[src/mpp_pkg.sv]
package mpp_pkg;

  // Field widths
  localparam int POS_W    = 16;
  localparam int SLIDER_W = 8;
  localparam int GAIN_W   = 8;
  localparam int SPEED_W  = 8;
  localparam int CFG_IDX_W  = 3;
  localparam int CFG_DATA_W = 16;

  // Shared multiplier: signed A x signed B
  localparam int MUL_A_W = 25;
  localparam int MUL_B_W = 26;
  localparam int MUL_P_W = MUL_A_W + MUL_B_W;
  localparam int PROD_W  = 48;
  localparam int ACC_W   = 27;

  // Reciprocal constants
  // floor(x / 255) = (x * RECIP_255) >> 32 for x < 2^24
  localparam logic [MUL_B_W-1:0] RECIP_255   = MUL_B_W'(16843010);
  // floor(x / 100) = (x * RECIP_100_50) >> 23, floor(x / 50) = (x * RECIP_100_50) >> 22
  localparam logic [MUL_B_W-1:0] RECIP_100_50 = MUL_B_W'(83887);
  localparam logic [23:0]        CEIL_BIAS_255 = 24'd254;

  localparam logic signed [ACC_W-1:0] SAT_HI = ACC_W'(32767);
  localparam logic signed [ACC_W-1:0] SAT_LO = -ACC_W'(32768);

  // Register reset values
  localparam logic [POS_W-1:0]   RST_MIN_POSITION = '0;
  localparam logic [POS_W-1:0]   RST_MAX_POSITION = '0;
  localparam logic [GAIN_W-1:0]  RST_GAIN_P       = 8'd80;
  localparam logic [GAIN_W-1:0]  RST_GAIN_I       = 8'd10;
  localparam logic [GAIN_W-1:0]  RST_GAIN_D       = 8'd100;
  localparam logic [SPEED_W-1:0] RST_SPEED_LIMIT  = 8'd120;

  typedef enum logic [CFG_IDX_W-1:0] {
    CFG_MIN_POSITION = 3'd0,
    CFG_MAX_POSITION = 3'd1,
    CFG_GAIN_P       = 3'd2,
    CFG_GAIN_I       = 3'd3,
    CFG_GAIN_D       = 3'd4,
    CFG_SPEED_LIMIT  = 3'd5
  } mpp_cfg_idx_t;

  typedef struct packed {
    logic [POS_W-1:0]   min_position;
    logic [POS_W-1:0]   max_position;
    logic [GAIN_W-1:0]  gain_p;
    logic [GAIN_W-1:0]  gain_i;
    logic [GAIN_W-1:0]  gain_d;
    logic [SPEED_W-1:0] speed_limit;
  } mpp_cfg_t;

  typedef enum logic [3:0] {
    OP_NONE,
    OP_SPAN,
    OP_DIV255,
    OP_DIFF,
    OP_DIV100,
    OP_ERR,
    OP_TERM_P,
    OP_TERM_I,
    OP_TERM_D,
    OP_SAT,
    OP_DIV50,
    OP_EMIT
  } mpp_op_t;

  typedef enum logic [3:0] {
    ST_IDLE,
    ST_SPAN,
    ST_DIV255,
    ST_DIFF,
    ST_DIV100,
    ST_ERR,
    ST_TERM_P,
    ST_TERM_I,
    ST_TERM_D,
    ST_SAT,
    ST_DIV50,
    ST_EMIT
  } mpp_state_t;

  typedef struct packed {
    logic    load;
    mpp_op_t op;
  } mpp_cmd_t;

  typedef struct packed {
    logic out_blocked;
  } mpp_stat_t;

endpackage

[src/mpp_cfg.sv]
module mpp_cfg (
  input  logic                            clk,
  input  logic                            rst_n,
  input  logic                            wr_en,
  input  logic [mpp_pkg::CFG_IDX_W-1:0]   wr_index,
  input  logic [mpp_pkg::CFG_DATA_W-1:0]  wr_data,
  output mpp_pkg::mpp_cfg_t               cfg
);
  import mpp_pkg::*;

  mpp_cfg_t cfg_r;
  mpp_cfg_t cfg_nxt;

  always_comb begin
    cfg_nxt = cfg_r;
    if (wr_en) begin
      unique case (wr_index)
        CFG_MIN_POSITION: cfg_nxt.min_position = wr_data;
        CFG_MAX_POSITION: cfg_nxt.max_position = wr_data;
        CFG_GAIN_P:       cfg_nxt.gain_p       = wr_data[GAIN_W-1:0];
        CFG_GAIN_I:       cfg_nxt.gain_i       = wr_data[GAIN_W-1:0];
        CFG_GAIN_D:       cfg_nxt.gain_d       = wr_data[GAIN_W-1:0];
        CFG_SPEED_LIMIT:  cfg_nxt.speed_limit  = wr_data[SPEED_W-1:0];
        default: ;  // drop writes to unknown indexes
      endcase
    end
  end

  always_ff @(posedge clk) begin
    if (!rst_n) begin
      cfg_r.min_position <= RST_MIN_POSITION;
      cfg_r.max_position <= RST_MAX_POSITION;
      cfg_r.gain_p       <= RST_GAIN_P;
      cfg_r.gain_i       <= RST_GAIN_I;
      cfg_r.gain_d       <= RST_GAIN_D;
      cfg_r.speed_limit  <= RST_SPEED_LIMIT;
    end else begin
      cfg_r <= cfg_nxt;
    end
  end

  assign cfg = cfg_r;

endmodule

[src/mpp_ctrl.sv]
module mpp_ctrl (
  input  logic               clk,
  input  logic               rst_n,
  input  logic               in_valid,
  output logic               in_ready,
  input  mpp_pkg::mpp_stat_t stat,
  output mpp_pkg::mpp_cmd_t  cmd
);
  import mpp_pkg::*;

  mpp_state_t state_r;
  mpp_state_t state_nxt;

  always_comb begin
    state_nxt = state_r;
    unique case (state_r)
      ST_IDLE:   if (in_valid) state_nxt = ST_SPAN;
      ST_SPAN:   state_nxt = ST_DIV255;
      ST_DIV255: state_nxt = ST_DIFF;
      ST_DIFF:   state_nxt = ST_DIV100;
      ST_DIV100: state_nxt = ST_ERR;
      ST_ERR:    state_nxt = ST_TERM_P;
      ST_TERM_P: state_nxt = ST_TERM_I;
      ST_TERM_I: state_nxt = ST_TERM_D;
      ST_TERM_D: state_nxt = ST_SAT;
      ST_SAT:    state_nxt = ST_DIV50;
      ST_DIV50:  state_nxt = ST_EMIT;
      ST_EMIT:   if (!stat.out_blocked) state_nxt = ST_IDLE;
      default:   state_nxt = ST_IDLE;
    endcase
  end

  always_comb begin
    in_ready = 1'b0;
    cmd.load = 1'b0;
    cmd.op   = OP_NONE;
    unique case (state_r)
      ST_IDLE: begin
        in_ready = 1'b1;
        cmd.load = in_valid;
      end
      ST_SPAN:   cmd.op = OP_SPAN;
      ST_DIV255: cmd.op = OP_DIV255;
      ST_DIFF:   cmd.op = OP_DIFF;
      ST_DIV100: cmd.op = OP_DIV100;
      ST_ERR:    cmd.op = OP_ERR;
      ST_TERM_P: cmd.op = OP_TERM_P;
      ST_TERM_I: cmd.op = OP_TERM_I;
      ST_TERM_D: cmd.op = OP_TERM_D;
      ST_SAT:    cmd.op = OP_SAT;
      ST_DIV50:  cmd.op = OP_DIV50;
      ST_EMIT:   if (!stat.out_blocked) cmd.op = OP_EMIT;
      default:   cmd.op = OP_NONE;
    endcase
  end

  always_ff @(posedge clk) begin
    if (!rst_n) begin
      state_r <= ST_IDLE;
    end else begin
      state_r <= state_nxt;
    end
  end

endmodule

[src/mpp_dp.sv]
module mpp_dp (
  input  logic                          clk,
  input  logic                          rst_n,
  input  mpp_pkg::mpp_cmd_t             cmd,
  output mpp_pkg::mpp_stat_t            stat,
  input  mpp_pkg::mpp_cfg_t             cfg,
  input  logic [mpp_pkg::SLIDER_W-1:0]  in_slider,
  input  logic [mpp_pkg::POS_W-1:0]     in_encoder_position,
  output logic                          out_valid,
  input  logic                          out_ready,
  output logic                          out_move_right,
  output logic [mpp_pkg::SPEED_W-1:0]   out_speed
);
  import mpp_pkg::*;

  // Item registers
  logic [SLIDER_W-1:0]       slider_r;
  logic [POS_W-1:0]          pos_r;
  logic [PROD_W-1:0]         prod_r;
  logic                      neg_r;
  logic [POS_W-1:0]          absv_r;
  logic signed [POS_W-1:0]   err_r;
  logic signed [ACC_W-1:0]   acc_r;

  // Loop state
  logic signed [POS_W-1:0]   error_sum_r;
  logic signed [POS_W-1:0]   last_error_r;

  // Result register
  logic                      out_valid_r;
  logic                      out_move_right_r;
  logic [SPEED_W-1:0]        out_speed_r;

  logic signed [MUL_A_W-1:0] mul_a;
  logic signed [MUL_B_W-1:0] mul_b;
  logic signed [MUL_P_W-1:0] mul_p;

  logic [POS_W-1:0]          span;
  logic [23:0]               div_in;
  logic [POS_W-1:0]          offset;
  logic [POS_W-1:0]          diff;
  logic [8:0]                q100;
  logic signed [POS_W-1:0]   err_val;
  logic signed [POS_W:0]     dterm;
  logic signed [POS_W-1:0]   sat_val;
  logic [9:0]                q50;
  logic [SPEED_W-1:0]        mag;

  assign span    = (cfg.max_position >= cfg.min_position) ?
                   cfg.max_position - cfg.min_position : '0;
  assign div_in  = prod_r[23:0] + CEIL_BIAS_255;
  assign offset  = prod_r[47:32];
  assign diff    = cfg.max_position - offset - pos_r;
  assign q100    = prod_r[31:23];
  assign err_val = neg_r ? -$signed({7'b0, q100}) : $signed({7'b0, q100});
  assign dterm   = {err_r[POS_W-1], err_r} - {last_error_r[POS_W-1], last_error_r};
  assign q50     = prod_r[31:22];
  assign mag     = (q50 > {2'b0, cfg.speed_limit}) ? cfg.speed_limit : q50[SPEED_W-1:0];

  always_comb begin
    if (acc_r > SAT_HI) begin
      sat_val = 16'sh7fff;
    end else if (acc_r < SAT_LO) begin
      sat_val = 16'sh8000;
    end else begin
      sat_val = acc_r[POS_W-1:0];
    end
  end

  // Shared multiplier operand select
  always_comb begin
    mul_a = '0;
    mul_b = '0;
    unique case (cmd.op)
      OP_SPAN: begin
        mul_a = {{(MUL_A_W-POS_W){1'b0}}, span};
        mul_b = {{(MUL_B_W-SLIDER_W){1'b0}}, slider_r};
      end
      OP_DIV255: begin
        mul_a = {{(MUL_A_W-24){1'b0}}, div_in};
        mul_b = RECIP_255;
      end
      OP_DIV100, OP_DIV50: begin
        mul_a = {{(MUL_A_W-POS_W){1'b0}}, absv_r};
        mul_b = RECIP_100_50;
      end
      OP_TERM_P: begin
        mul_a = {{(MUL_A_W-POS_W){err_r[POS_W-1]}}, err_r};
        mul_b = {{(MUL_B_W-GAIN_W){1'b0}}, cfg.gain_p};
      end
      OP_TERM_I: begin
        mul_a = {{(MUL_A_W-POS_W){error_sum_r[POS_W-1]}}, error_sum_r};
        mul_b = {{(MUL_B_W-GAIN_W){1'b0}}, cfg.gain_i};
      end
      OP_TERM_D: begin
        mul_a = {{(MUL_A_W-POS_W-1){dterm[POS_W]}}, dterm};
        mul_b = {{(MUL_B_W-GAIN_W){1'b0}}, cfg.gain_d};
      end
      default: begin
        mul_a = '0;
        mul_b = '0;
      end
    endcase
  end

  assign mul_p = mul_a * mul_b;

  // Payload registers
  always_ff @(posedge clk) begin
    if (cmd.load) begin
      slider_r <= in_slider;
      pos_r    <= in_encoder_position;
    end
    unique case (cmd.op)
      OP_SPAN, OP_DIV255, OP_DIV100, OP_DIV50: prod_r <= mul_p[PROD_W-1:0];
      OP_DIFF: begin
        neg_r  <= diff[POS_W-1];
        absv_r <= diff[POS_W-1] ? -diff : diff;
      end
      OP_ERR:    err_r <= err_val;
      OP_TERM_P: acc_r <= mul_p[ACC_W-1:0];
      OP_TERM_I, OP_TERM_D: acc_r <= acc_r + $signed(mul_p[ACC_W-1:0]);
      OP_SAT: begin
        neg_r  <= sat_val[POS_W-1];
        absv_r <= sat_val[POS_W-1] ? -sat_val : sat_val;
      end
      OP_EMIT: begin
        out_move_right_r <= neg_r;
        out_speed_r      <= mag;
      end
      default: ;
    endcase
  end

  // Loop state and result valid
  always_ff @(posedge clk) begin
    if (!rst_n) begin
      error_sum_r  <= '0;
      last_error_r <= '0;
      out_valid_r  <= 1'b0;
    end else begin
      if (cmd.op == OP_ERR) begin
        error_sum_r <= error_sum_r + err_val;
      end
      if (cmd.op == OP_TERM_D) begin
        last_error_r <= err_r;
      end
      if (cmd.op == OP_EMIT) begin
        out_valid_r <= 1'b1;
      end else if (out_ready) begin
        out_valid_r <= 1'b0;
      end
    end
  end

  assign stat.out_blocked = out_valid_r && !out_ready;
  assign out_valid        = out_valid_r;
  assign out_move_right   = out_move_right_r;
  assign out_speed        = out_speed_r;

endmodule

[src/motor_position_pid.sv]
// Items are accepted only while the controller is idle, so one item is processed at a time;
// all products go through one shared multiplier stepped by the controller
// (span, three reciprocal divides, three gain terms).
// The result register lets the next item start while a result waits to be taken.
// Reset (rst_n low, synchronous): registers return to their default gains and limits,
// the integral and previous error clear, and no result is pending.
module motor_position_pid (
  input  logic                            clk,
  input  logic                            rst_n,
  // Input item channel
  input  logic                            in_valid,
  output logic                            in_ready,
  input  logic [mpp_pkg::SLIDER_W-1:0]    in_slider,
  input  logic [mpp_pkg::POS_W-1:0]       in_encoder_position,
  // Result item channel
  output logic                            out_valid,
  input  logic                            out_ready,
  output logic                            out_move_right,
  output logic [mpp_pkg::SPEED_W-1:0]     out_speed,
  // Register write channel
  input  logic                            cfg_valid,
  output logic                            cfg_ready,
  input  logic [mpp_pkg::CFG_IDX_W-1:0]   cfg_index,
  input  logic [mpp_pkg::CFG_DATA_W-1:0]  cfg_data
);
  import mpp_pkg::*;

  mpp_cfg_t  cfg;
  mpp_cmd_t  cmd;
  mpp_stat_t stat;

  // Registers take a write every cycle; the user must write them only while the block is idle (not enforced here).
  assign cfg_ready = 1'b1;

  mpp_cfg u_cfg (
    .clk      (clk),
    .rst_n    (rst_n),
    .wr_en    (cfg_valid && cfg_ready),
    .wr_index (cfg_index),
    .wr_data  (cfg_data),
    .cfg      (cfg)
  );

  // Sequence each item through the steps:
  // span*slider, ceil divide by 255, error difference, divide by 100,
  // integral update, P/I/D multiply-accumulate, saturate, divide by 50, emit.
  mpp_ctrl u_ctrl (
    .clk      (clk),
    .rst_n    (rst_n),
    .in_valid (in_valid),
    .in_ready (in_ready),
    .stat     (stat),
    .cmd      (cmd)
  );

  // Hold the item, the shared multiplier, the accumulator, loop state
  // and the result register.
  mpp_dp u_dp (
    .clk                 (clk),
    .rst_n               (rst_n),
    .cmd                 (cmd),
    .stat                (stat),
    .cfg                 (cfg),
    .in_slider           (in_slider),
    .in_encoder_position (in_encoder_position),
    .out_valid           (out_valid),
    .out_ready           (out_ready),
    .out_move_right      (out_move_right),
    .out_speed           (out_speed)
  );

endmodule
[config.mk]
export PLATFORM = sky130hd
export DESIGN_NAME = motor_position_pid
export DESIGN_NICKNAME = d
export VERILOG_FILES = /design/src/mpp_pkg.sv /design/src/mpp_cfg.sv /design/src/mpp_ctrl.sv /design/src/mpp_dp.sv /design/src/motor_position_pid.sv
export SDC_FILE = /design/constraint.sdc
export NUM_CORES = 1
export LEC_CHECK = 0
export BUFFER_PORTS_ARGS = -buffer_cell sky130_fd_sc_hd__buf_2
export CORE_UTILIZATION = 50
export DETAILED_ROUTE_END_ITERATION = 10
export GPL_TIMING_DRIVEN = 0
export PLACE_DENSITY = 0.66
export SYNTH_ARGS = -nofsm -noshare
export SYNTH_HDL_FRONTEND = slang
export SYNTH_SLANG_ARGS = --single-unit
[constraint.sdc]
create_clock -name clk -period 15.35 [get_ports clk]
set_input_delay 4.605 -clock clk [delete_from_list [all_inputs] [get_ports clk]]
set_output_delay 4.605 -clock clk [all_outputs]
set_load 0.02 [all_outputs]
# Word level (Yosys, flattened, before mapping)
# Cells that the tools add are included.
dict set report word_totals {
  register_bits 242
  latch_bits 0
  ram_bits 0
  romBits 0
  out_inout_bits 12
  n_memories 0
}
dict set report op_classes {
  addsub 10
  n_mul 1
  n_div 0
  order_cmp 4
  eq_ne 29
  shifts 0
  n_mux 21
  bitwise 0
  reduce_logical 17
}
# cell n
set ops {}
lappend ops {{case mux 25 bit (6 select lines)} 2}
lappend ops {{2-to-1 mux 16 bit} 6}
lappend ops {{case mux 27 bit (2 select lines)} 1}
lappend ops {{multiplier 25 x 26 -> 48 bit} 1}
lappend ops {{case mux 4 bit (12 select lines)} 1}
lappend ops {{subtractor 16 bit} 3}
lappend ops {{case mux 4 bit (11 select lines)} 1}
lappend ops {{equality test 4 x 3 -> 1 bit (second input constant)} 8}
lappend ops {{equality test 4 bit (second input constant)} 8}
lappend ops {{negator 16 bit} 2}
lappend ops {{case mux 16 bit (2 select lines)} 1}
lappend ops {{adder 27 bit} 1}
lappend ops {{greater-than comparator 27 x 16 -> 1 bit (second input constant)} 1}
lappend ops {{< comparator 27 x 16 -> 1 bit (second input constant)} 1}
lappend ops {{adder 24 x 8 -> 24 bit (second input constant)} 1}
lappend ops {{subtractor 16 x 16 -> 17 bit} 1}
lappend ops {{adder 16 bit} 1}
lappend ops {{equality test 4 x 2 -> 1 bit (second input constant)} 4}
lappend ops {{greater-or-equal comparator 16 bit} 1}
lappend ops {{negator 9 -> 16 bit} 1}
lappend ops {{AND reduction 2 bit} 7}
lappend ops {{2-to-1 mux 4 bit} 3}
lappend ops {{greater-than comparator 10 x 8 -> 1 bit} 1}
lappend ops {{equality test 4 x 1 -> 1 bit (second input constant)} 2}
lappend ops {{other kinds (14)} 23}

# Logic depth before layout (Yosys ltp)
# Gate-level depths: netlist of run 1.
dict set report depth {
  depth_word 10
  ltp_mapped 46
}

# Cells and area by module
# Synthesis of run 1 repeated with hierarchy kept, for this count alone.
dict set report unflattened {
  hier_cells 3188
  hier_area_um2 28882.7
}
# module instances cells_each area_per_inst_um2 seq_area_each_um2
set by_module_without_submodules {}
lappend by_module_without_submodules {mpp_dp 1 2901 26063.7 4894.7}
lappend by_module_without_submodules {mpp_cfg 1 240 2464.9 1281.2}
lappend by_module_without_submodules {mpp_ctrl 1 45 342.8 80.1}
lappend by_module_without_submodules {motor_position_pid 1 2 11.3 0.0}

# Least setup slack after synthesis of run 1
# Ideal clock, no wire load.
dict set report synth_path {
  path_type {input port to flip-flop}
  start {input out_ready}
  end {register u_dp.acc_r[25], data pin}
  setup_ps 267
  arrival_time_ps 13383
  setup_slack_ps 1699
  stages 38
  n_path_buf 0
  cell_sequence {nand2b_1 o21ai_1 or3_1 o21ai_2 and2_1 or2_1 a221o_1 a221oi_2 nor2_1 fa_1 fa_1 inv_1 fa_1 inv_1 ha_1 fa_1 fa_1 inv_1 [2 not listed] ha_1 a2111o_1 o32a_1 a21o_1 a21oi_1 o21bai_1 a21oi_1 xnor2_1 ha_1 and4_1 and2_1 o31a_1 o21a_1 a311oi_1 o21bai_1 a21oi_1 xor2_1 o21ai_0}
}
dict set report synth_between {
  elab_chain_len 10
  word_cells_on_any_way 18
  classes_between {1 x add/sub; 1 x mul; 7 x eq/ne; 5 x mux; 4 x reduce/logical}
}
# item line
set synth_lines {}
lappend synth_lines {{from (decl)} motor_position_pid.sv:17} ;# input logic out_ready,
lappend synth_lines {{zero test 1 bit *} mpp_dp.sv:156} ;# assign stat.out_blocked = out_valid_r && !out_ready;
lappend synth_lines {{logical AND 1 bit *} mpp_dp.sv:156}
lappend synth_lines {{2-to-1 mux 4 bit *} mpp_ctrl.sv:52} ;# ST_EMIT: if (!stat.out_blocked) cmd.op = OP_EMIT;
lappend synth_lines {{case mux 4 bit (11 select lines) *} mpp_ctrl.sv:37} ;# unique case (state_r)
lappend synth_lines {{equality test 4 x 3 -> 1 bit or equality test 4 bit (tied branches)} mpp_dp.sv:74} ;# unique case (cmd.op)
lappend synth_lines {{OR reduction 2 bit} mpp_dp.sv:74}
lappend synth_lines {{case mux 25 bit (6 select lines)} mpp_dp.sv:74}
lappend synth_lines {{multiplier 25 x 26 -> 48 bit *} mpp_dp.sv:106} ;# assign mul_p = mul_a * mul_b;
lappend synth_lines {{via u_dp.mul_p[17]} mpp_dp.sv:36} ;# logic signed [MUL_P_W-1:0] mul_p;
lappend synth_lines {{adder 27 bit *} mpp_dp.sv:122} ;# OP_TERM_I, OP_TERM_D: acc_r <= acc_r + $signed(mul_p[ACC_W-1:0]);
lappend synth_lines {{case mux 27 bit (2 select lines) *} mpp_dp.sv:114} ;# unique case (cmd.op)
lappend synth_lines {{to (signal assigned)} mpp_dp.sv:121} ;# OP_TERM_P: acc_r <= mul_p[ACC_W-1:0];
lappend synth_lines {{to (signal assigned)} mpp_dp.sv:122}
lappend synth_lines {{to (decl)} mpp_dp.sv:23} ;# logic signed [ACC_W-1:0] acc_r;
# Mark *: on every way through the listed nets, which the timed path passes. The rest lies on a longest branch.
# A chain may end at the register's enable or synchronous reset.

# Final worst setup path of run 1
dict set report layout_path {
  start {input out_ready}
  end {register u_dp.acc_r[26], data pin}
}
# Same word-level chain as after synthesis.

==> results of run 1 <==
## logic make-up (layout without fill, tap and decap cells)
group,count (synthesis),after routing,synth area share
xor+xnor,157,157,0.04858
simple gates,845,845,0.1373
compound gates,605,605,0.1520
fa+ha+maj,638,638,0.3541
buf+inv,612,726,0.08226
flops,242,242,0.2198
other cells,2,24,0.0002639
mux,15,15,0.005672
## path summary, 6_finish.rpt
path,from,to,slack (ns),depth (start not counted)
worst max register to register,u_cfg.cfg[32]$_SDFFE_PN0P_,u_dp.acc_r[25]$_DFFE_PP_,3.74,43
worst max-delay path,out_ready,u_dp.acc_r[26]$_DFFE_PP_,0.52,36
worst min register to register,u_cfg.cfg[60]$_SDFFE_PN0P_,u_cfg.cfg[60]$_SDFFE_PN0P_,0.46,2
worst min-delay path,u_cfg.cfg[60]$_SDFFE_PN0P_,u_cfg.cfg[60]$_SDFFE_PN0P_,0.46,2
## state kept, by name, indices dropped and copies added (netlist names)
| signal | cells |
|---|---|
| u_dp.last_error_r | 16 |
| u_dp.out_move_right | 1 |
| u_dp.out_speed | 8 |
| u_dp.neg_r | 1 |
| u_dp.prod_r | 48 |
| u_dp.pos_r | 16 |
| u_dp.out_valid | 1 |
| u_cfg.cfg | 64 |
| u_ctrl.state_r | 4 |
| u_dp.acc_r | 27 |
| u_dp.error_sum_r | 16 |
| u_dp.absv_r | 16 |
| u_dp.slider_r | 8 |
| u_dp.err_r | 16 |
## cell usage in the layout (no fill, tap or decap), types with 101 or more instances in the layout
master	instances
dfxtp_1	101
xnor2_1	107
edfxtp_1	141
inv_1	529
ha_1	359
nor2_1	212
nand2_1	320
fa_1	279
o21ai_0	109
a21oi_1	136
## layer usage
layer  global-route usage  part of all wire  vias up
met5                    0                 0        -
met2               0.4938              0.45      973
met4               0.1465             0.055        0
met3              0.05273             0.082      237
li1                     -                 -    10610
met1               0.3984              0.41    11460
## metrics by stage
stage | area [um2] | setup TNS [ns] | hold slack [ns] | util
2_1_floorplan | 28540 | 0 | 0.4397 | -
3_3_place_gp | 29770 | -0.7482 | 0.4520 | 0.5290
3_5_place_dp | 29830 | -0.8600 | 0.4580 | 0.5301
4_1_cts | 30820 | 0 | 0.4669 | 0.5477
5_1_grt | 30880 | 0 | 0.4877 | 0.5486
6_report | 30880 | 0 | 0.4630 | 0.5486
## worst max-delay path, delay by kind of cell
kind                       cells  cell delay [ns]
AOI/OAI and AO/OA              5             1.88
xor gates and xnor gates       3             0.94
adders and majority gates      9             4.37
buffers and inverters          8             1.35
and+or+nand+nor               11             1.97
## area by class of cell
class | count | area, um2
fill | 5045 | 25400
tap | 756 | 945.9
clock inverter | 21 | 231.5
buffer | 81 | 347.8
inverter | 531 | 1993
timing repair buffer | 60 | 327.8
multi-input combinational | 2284 | 20010
clock buffer | 33 | 760.7
sequential | 242 | 6256
==> flow_metrics.tcl, run 1 <==
set metrics [dict create \
    outcome "completed" \
    critPathKind "primary input to flip-flop" \
    worst_pin_slew_ns 1.405 \
    synth.avg_cell_area_um2 9.133 \
    dp.cells 3954 \
    grt.total_usage 0.3059 \
    pre_cts_ws_ns -0.4891 \
    wire_per_inst_um 21.46 \
    synth.most_common_cell "inv_1" \
    slew_headroom 0.06314 \
    cp.required_ns 15.66 \
    die_area_mm2 0.05788 \
    grt_pass1_vias 23600 \
    core_area_mm2 0.05628 \
    synth_edf_count 141 \
    vias 23280 \
    clk_latency_ns 0.60 \
    crit_path_top_delay_cell "a21oi_1" \
    max_freq_mhz 67.45 \
    skew_ns 0.01513 \
    ys_seq_area_frac 0.2198 \
    synth.area.top_cells "fa_1 (20%), ha_1 (16%), edfxtp_1 (15%)" \
    ys_ff_latch 242 \
    cts_root_buf "clkbuf_16" \
    synth_ff_type "edfxtp_1" \
    die_y_um 240.6 \
    drv_cap 0 \
    max_stage_delay_ns 0.69 \
    post_cts.repair.setup_buffers 0 \
    ios 60 \
    arrival_ns 15.13 \
    drive_above_1_share 0.07073 \
    numClockSinks 242 \
    drt-initial-drc-count 1937 \
    fin_cells 4008 \
    slew_viol_final 0 \
    finalSetupViolCount 0 \
    via_per_inst 5.807 \
    clk_pin_slew_ns 0.06 \
    netlist.area_leader.share 0.1963 \
    place_congestion 1.013 \
    fin_crit_sh 0.9658 \
    grt_pass1_wl_mm 133.3 \
    synth_cells 3116 \
    async_flop_share 0 \
    start_util 0.5057 \
    routed_wl_mm 86.00 \
    syn2layout_area_growth_pct 8.490 \
    diodes 0 \
    setup_slack_ns 0.5246 \
    num-nets-final 3915 \
    hold_path.class "flip-flop to flip-flop" \
    cts.path.max_buffers 3 \
    drc 0 \
    hold_viol 0 \
    netlist_top_cells_count "inv_1 (529), ha_1 (359), nand2_1 (320)" \
    yosys_warnings 0 \
    grt_max_degree 28 \
    cts_resized 0 \
    drtAntennaViolNets 0 \
    dpl.hpwl_mm 71.73 \
    port_buffers 57 \
    netlist_area_mm2 0.02846 \
    rows 87 \
    cts_tree "built" \
    firstDrtPassIters 7 \
    start_kind "primary input" \
    layout_min_cycle_time_ns 14.83 \
    die_w_um 240.6 \
    antenna_found_initial 3 \
    rsz0062_at_grt "false" \
    yosysTopAreaCell "fa_1" \
    htree_levels 1 \
    grt.overflow.total 0 \
    worst_setup_path_end_kind "flip-flop" \
    cts_buffers 29 \
    cts_hold_buf 0 \
    cp_max_fo 10 \
    critPathMostFrequentCell "fa_1" \
    synth.distinct_cells 96 \
]
Power of run 1 is not shown: default switching activity piles up to over one toggle a cycle in this logic, so the estimate is an artifact.
==> run 2: changes to the inputs <==
--- a/config.mk
+++ b/config.mk
@@ -6,10 +6,10 @@
 export NUM_CORES = 1
 export LEC_CHECK = 0
 export BUFFER_PORTS_ARGS = -buffer_cell sky130_fd_sc_hd__buf_2
-export CORE_UTILIZATION = 50
+export CORE_UTILIZATION = 57
 export DETAILED_ROUTE_END_ITERATION = 10
 export GPL_TIMING_DRIVEN = 0
-export PLACE_DENSITY = 0.66
+export PLACE_DENSITY = 0.74
 export SYNTH_ARGS = -nofsm -noshare
 export SYNTH_HDL_FRONTEND = slang
 export SYNTH_SLANG_ARGS = --single-unit
==> run 2 against run 1 <==
Highest routed layer is now met5. First-iteration DRC count grew 14%. Flip-flop and latch count stayed put. Global-route usage grew 4.0 points. Wire length decreased by 1.1%. Critical path depth grew 3. Critical path type unchanged. Largest cell class unchanged. Sequential share of layout area about the same. Register-to-register slack lost 0.09 ns. Clock-buffer cell count grew 5.
==> flow_metrics.tcl, run 2 (synthesis gave the netlist of run 1 again) <==
set metrics [dict create \
    rows 81 \
    fillers 4186 \
    vias 23070 \
    die_area_mm2 0.05083 \
    die_w_um 225.5 \
    wire_per_inst_um 21.73 \
    ios 60 \
    port_buffers 57 \
    outcome "completed" \
    start_kind "primary input" \
    slew_headroom 0.05116 \
    skew_ns 0.03344 \
    arrival_ns 15.24 \
    drt-initial-drc-count 2216 \
    startpoint "out_ready" \
    rsz0062_at_grt "false" \
    cp_max_fo 10 \
    multi_input_area_mm2 0.02000 \
    critPathKind "primary input to flip-flop" \
    worst_pin_slew_ns 1.423 \
    worst_setup_path_end_kind "flip-flop" \
    diodes 0 \
    cts_root_buf "clkbuf_16" \
    slew_viol_final 0 \
    drv_cap 0 \
    max_stage_delay_ns 0.64 \
    reg2reg_depth 40 \
    grt_pass1_vias 23370 \
    drc 0 \
    syn2layout_area_growth_pct 8.300 \
    grt.overflow.total 0 \
    htree_levels 1 \
    drive_above_1_share 0.07044 \
    register_area_mm2 0.006256 \
    fin_crit_sh 0.9715 \
    drtAntennaViolNets 0 \
    antenna_found_initial 3 \
    hold_path.class "flip-flop to flip-flop" \
    worst_r2r_endpoint "u_dp.acc_r[25]$_DFFE_PP_" \
    place_congestion 0.9839 \
    crit_path_top_delay_cell "nor3b_2" \
    layout_min_cycle_time_ns 14.91 \
    core_area_mm2 0.04905 \
    cts_hold_buf 0 \
    grt.total_usage 0.3458 \
    final_util 0.6284 \
    grt_max_degree 28 \
    max_freq_mhz 67.06 \
    clk_pin_slew_ns 0.06 \
    cts.path.max_buffers 3 \
    cp-endpoint "u_dp.acc_r[25]$_DFFE_PP_" \
    start_util 0.5802 \
    die_y_um 225.5 \
    cts_buffers 29 \
    num-nets-final 3914 \
    firstDrtPassIters 6 \
    routed_wl_mm 85.07 \
    largest_register_ffs 64 \
    layout_commonest_cell "inv_1" \
    dpl.hpwl_mm 70.28 \
    grt_pass1_wl_mm 132.2 \
    numClockSinks 242 \
    post_cts.repair.setup_buffers 0 \
    ff2ff_setup_slack_ns 3.65 \
    cts_tree "built" \
    finalSetupViolCount 0 \
    via_per_inst 5.893 \
    rr_startpoint "u_ctrl.state_r[2]$_SDFFE_PN0P_" \
    hold_viol 0 \
    layout_common_cells "inv_1 (529), ha_1 (359), nand2_1 (320)" \
    cp.required_ns 15.68 \
    cts_resized 0 \
    holdWs_ns 0.4694 \
    clk_latency_ns 0.61 \
]
## run 2: cell types whose count changed in the layout (fill, tap and decap cells not counted), sizes merged
cell      before  now
clkinv        12    8
bufinv         4    3
clkinvlp       0    4
clkbuf        89   93
inv          536  532
## run 2: metal layers
| metal | GRT usage | share of wire | vias to the layer above |
|---|---|---|---|
| li1 | - | - | 10600 |
| met2 | 0.5581 | 0.45 | 919 |
| met1 | 0.4501 | 0.41 | 11330 |
| met3 | 0.06649 | 0.089 | 224 |
| met4 | 0.1558 | 0.050 | 2 |
| met5 | 0 | 0.00011 | - |
## run 2: area by class of cell
type | count | area share
well taps | 664 | 0.02695
repair buffers | 59 | 0.01051
flip-flops and latches | 242 | 0.2030
clock inverters | 16 | 0.006414
inverters | 531 | 0.06467
plain buffers | 81 | 0.01129
multi-input cells | 2284 | 0.6488
clock buffers | 38 | 0.02842
## run 2: worst max-delay path: cells and delay by family
kind	cells	cell delay, ns
xor gates and xnor gates	2	0.46
AOI/OAI and AO/OA	14	3.24
adders and majority gates	9	4.01
and+or+nand+nor	6	1.79
buffers and inverters	8	1.11
## run 2: worst min-delay path by stage
stage	startpoint	end	slack [ns]	cells after the start
6_report	u_dp.last_error_r[5]$_SDFFE_PN0N_	u_dp.last_error_r[5]$_SDFFE_PN0N_	0.47	2
2_1_floorplan	u_cfg.cfg[17]$_SDFFE_PN1P_	u_cfg.cfg[17]$_SDFFE_PN1P_	0.44	2
3_3_place_gp	u_cfg.cfg[2]$_SDFFE_PN0P_	u_cfg.cfg[2]$_SDFFE_PN0P_	0.45	2
3_5_place_dp	u_dp.last_error_r[10]$_SDFFE_PN0N_	u_dp.last_error_r[10]$_SDFFE_PN0N_	0.46	2
5_1_grt	u_cfg.cfg[60]$_SDFFE_PN0P_	u_cfg.cfg[60]$_SDFFE_PN0P_	0.48	2
4_1_cts	u_cfg.cfg[62]$_SDFFE_PN0P_	u_cfg.cfg[62]$_SDFFE_PN0P_	0.47	2
## run 2: stage by stage
step / setup WS (ns) / setup TNS [ns] / instance area (um2) / std cells
after floorplan: 1.699 / 0 / 28540 / 3138
after global placement: -0.02727 / -0.02727 / 29660 / 3859
after detailed placement: -0.2808 / -0.4687 / 29710 / 3861
after CTS: 0.3061 / 0 / 30790 / 3915
after global routing: 0.05887 / 0 / 30820 / 3915
final: 0.4377 / 0 / 30820 / 3915
Power of run 2 is left out for the same reason.
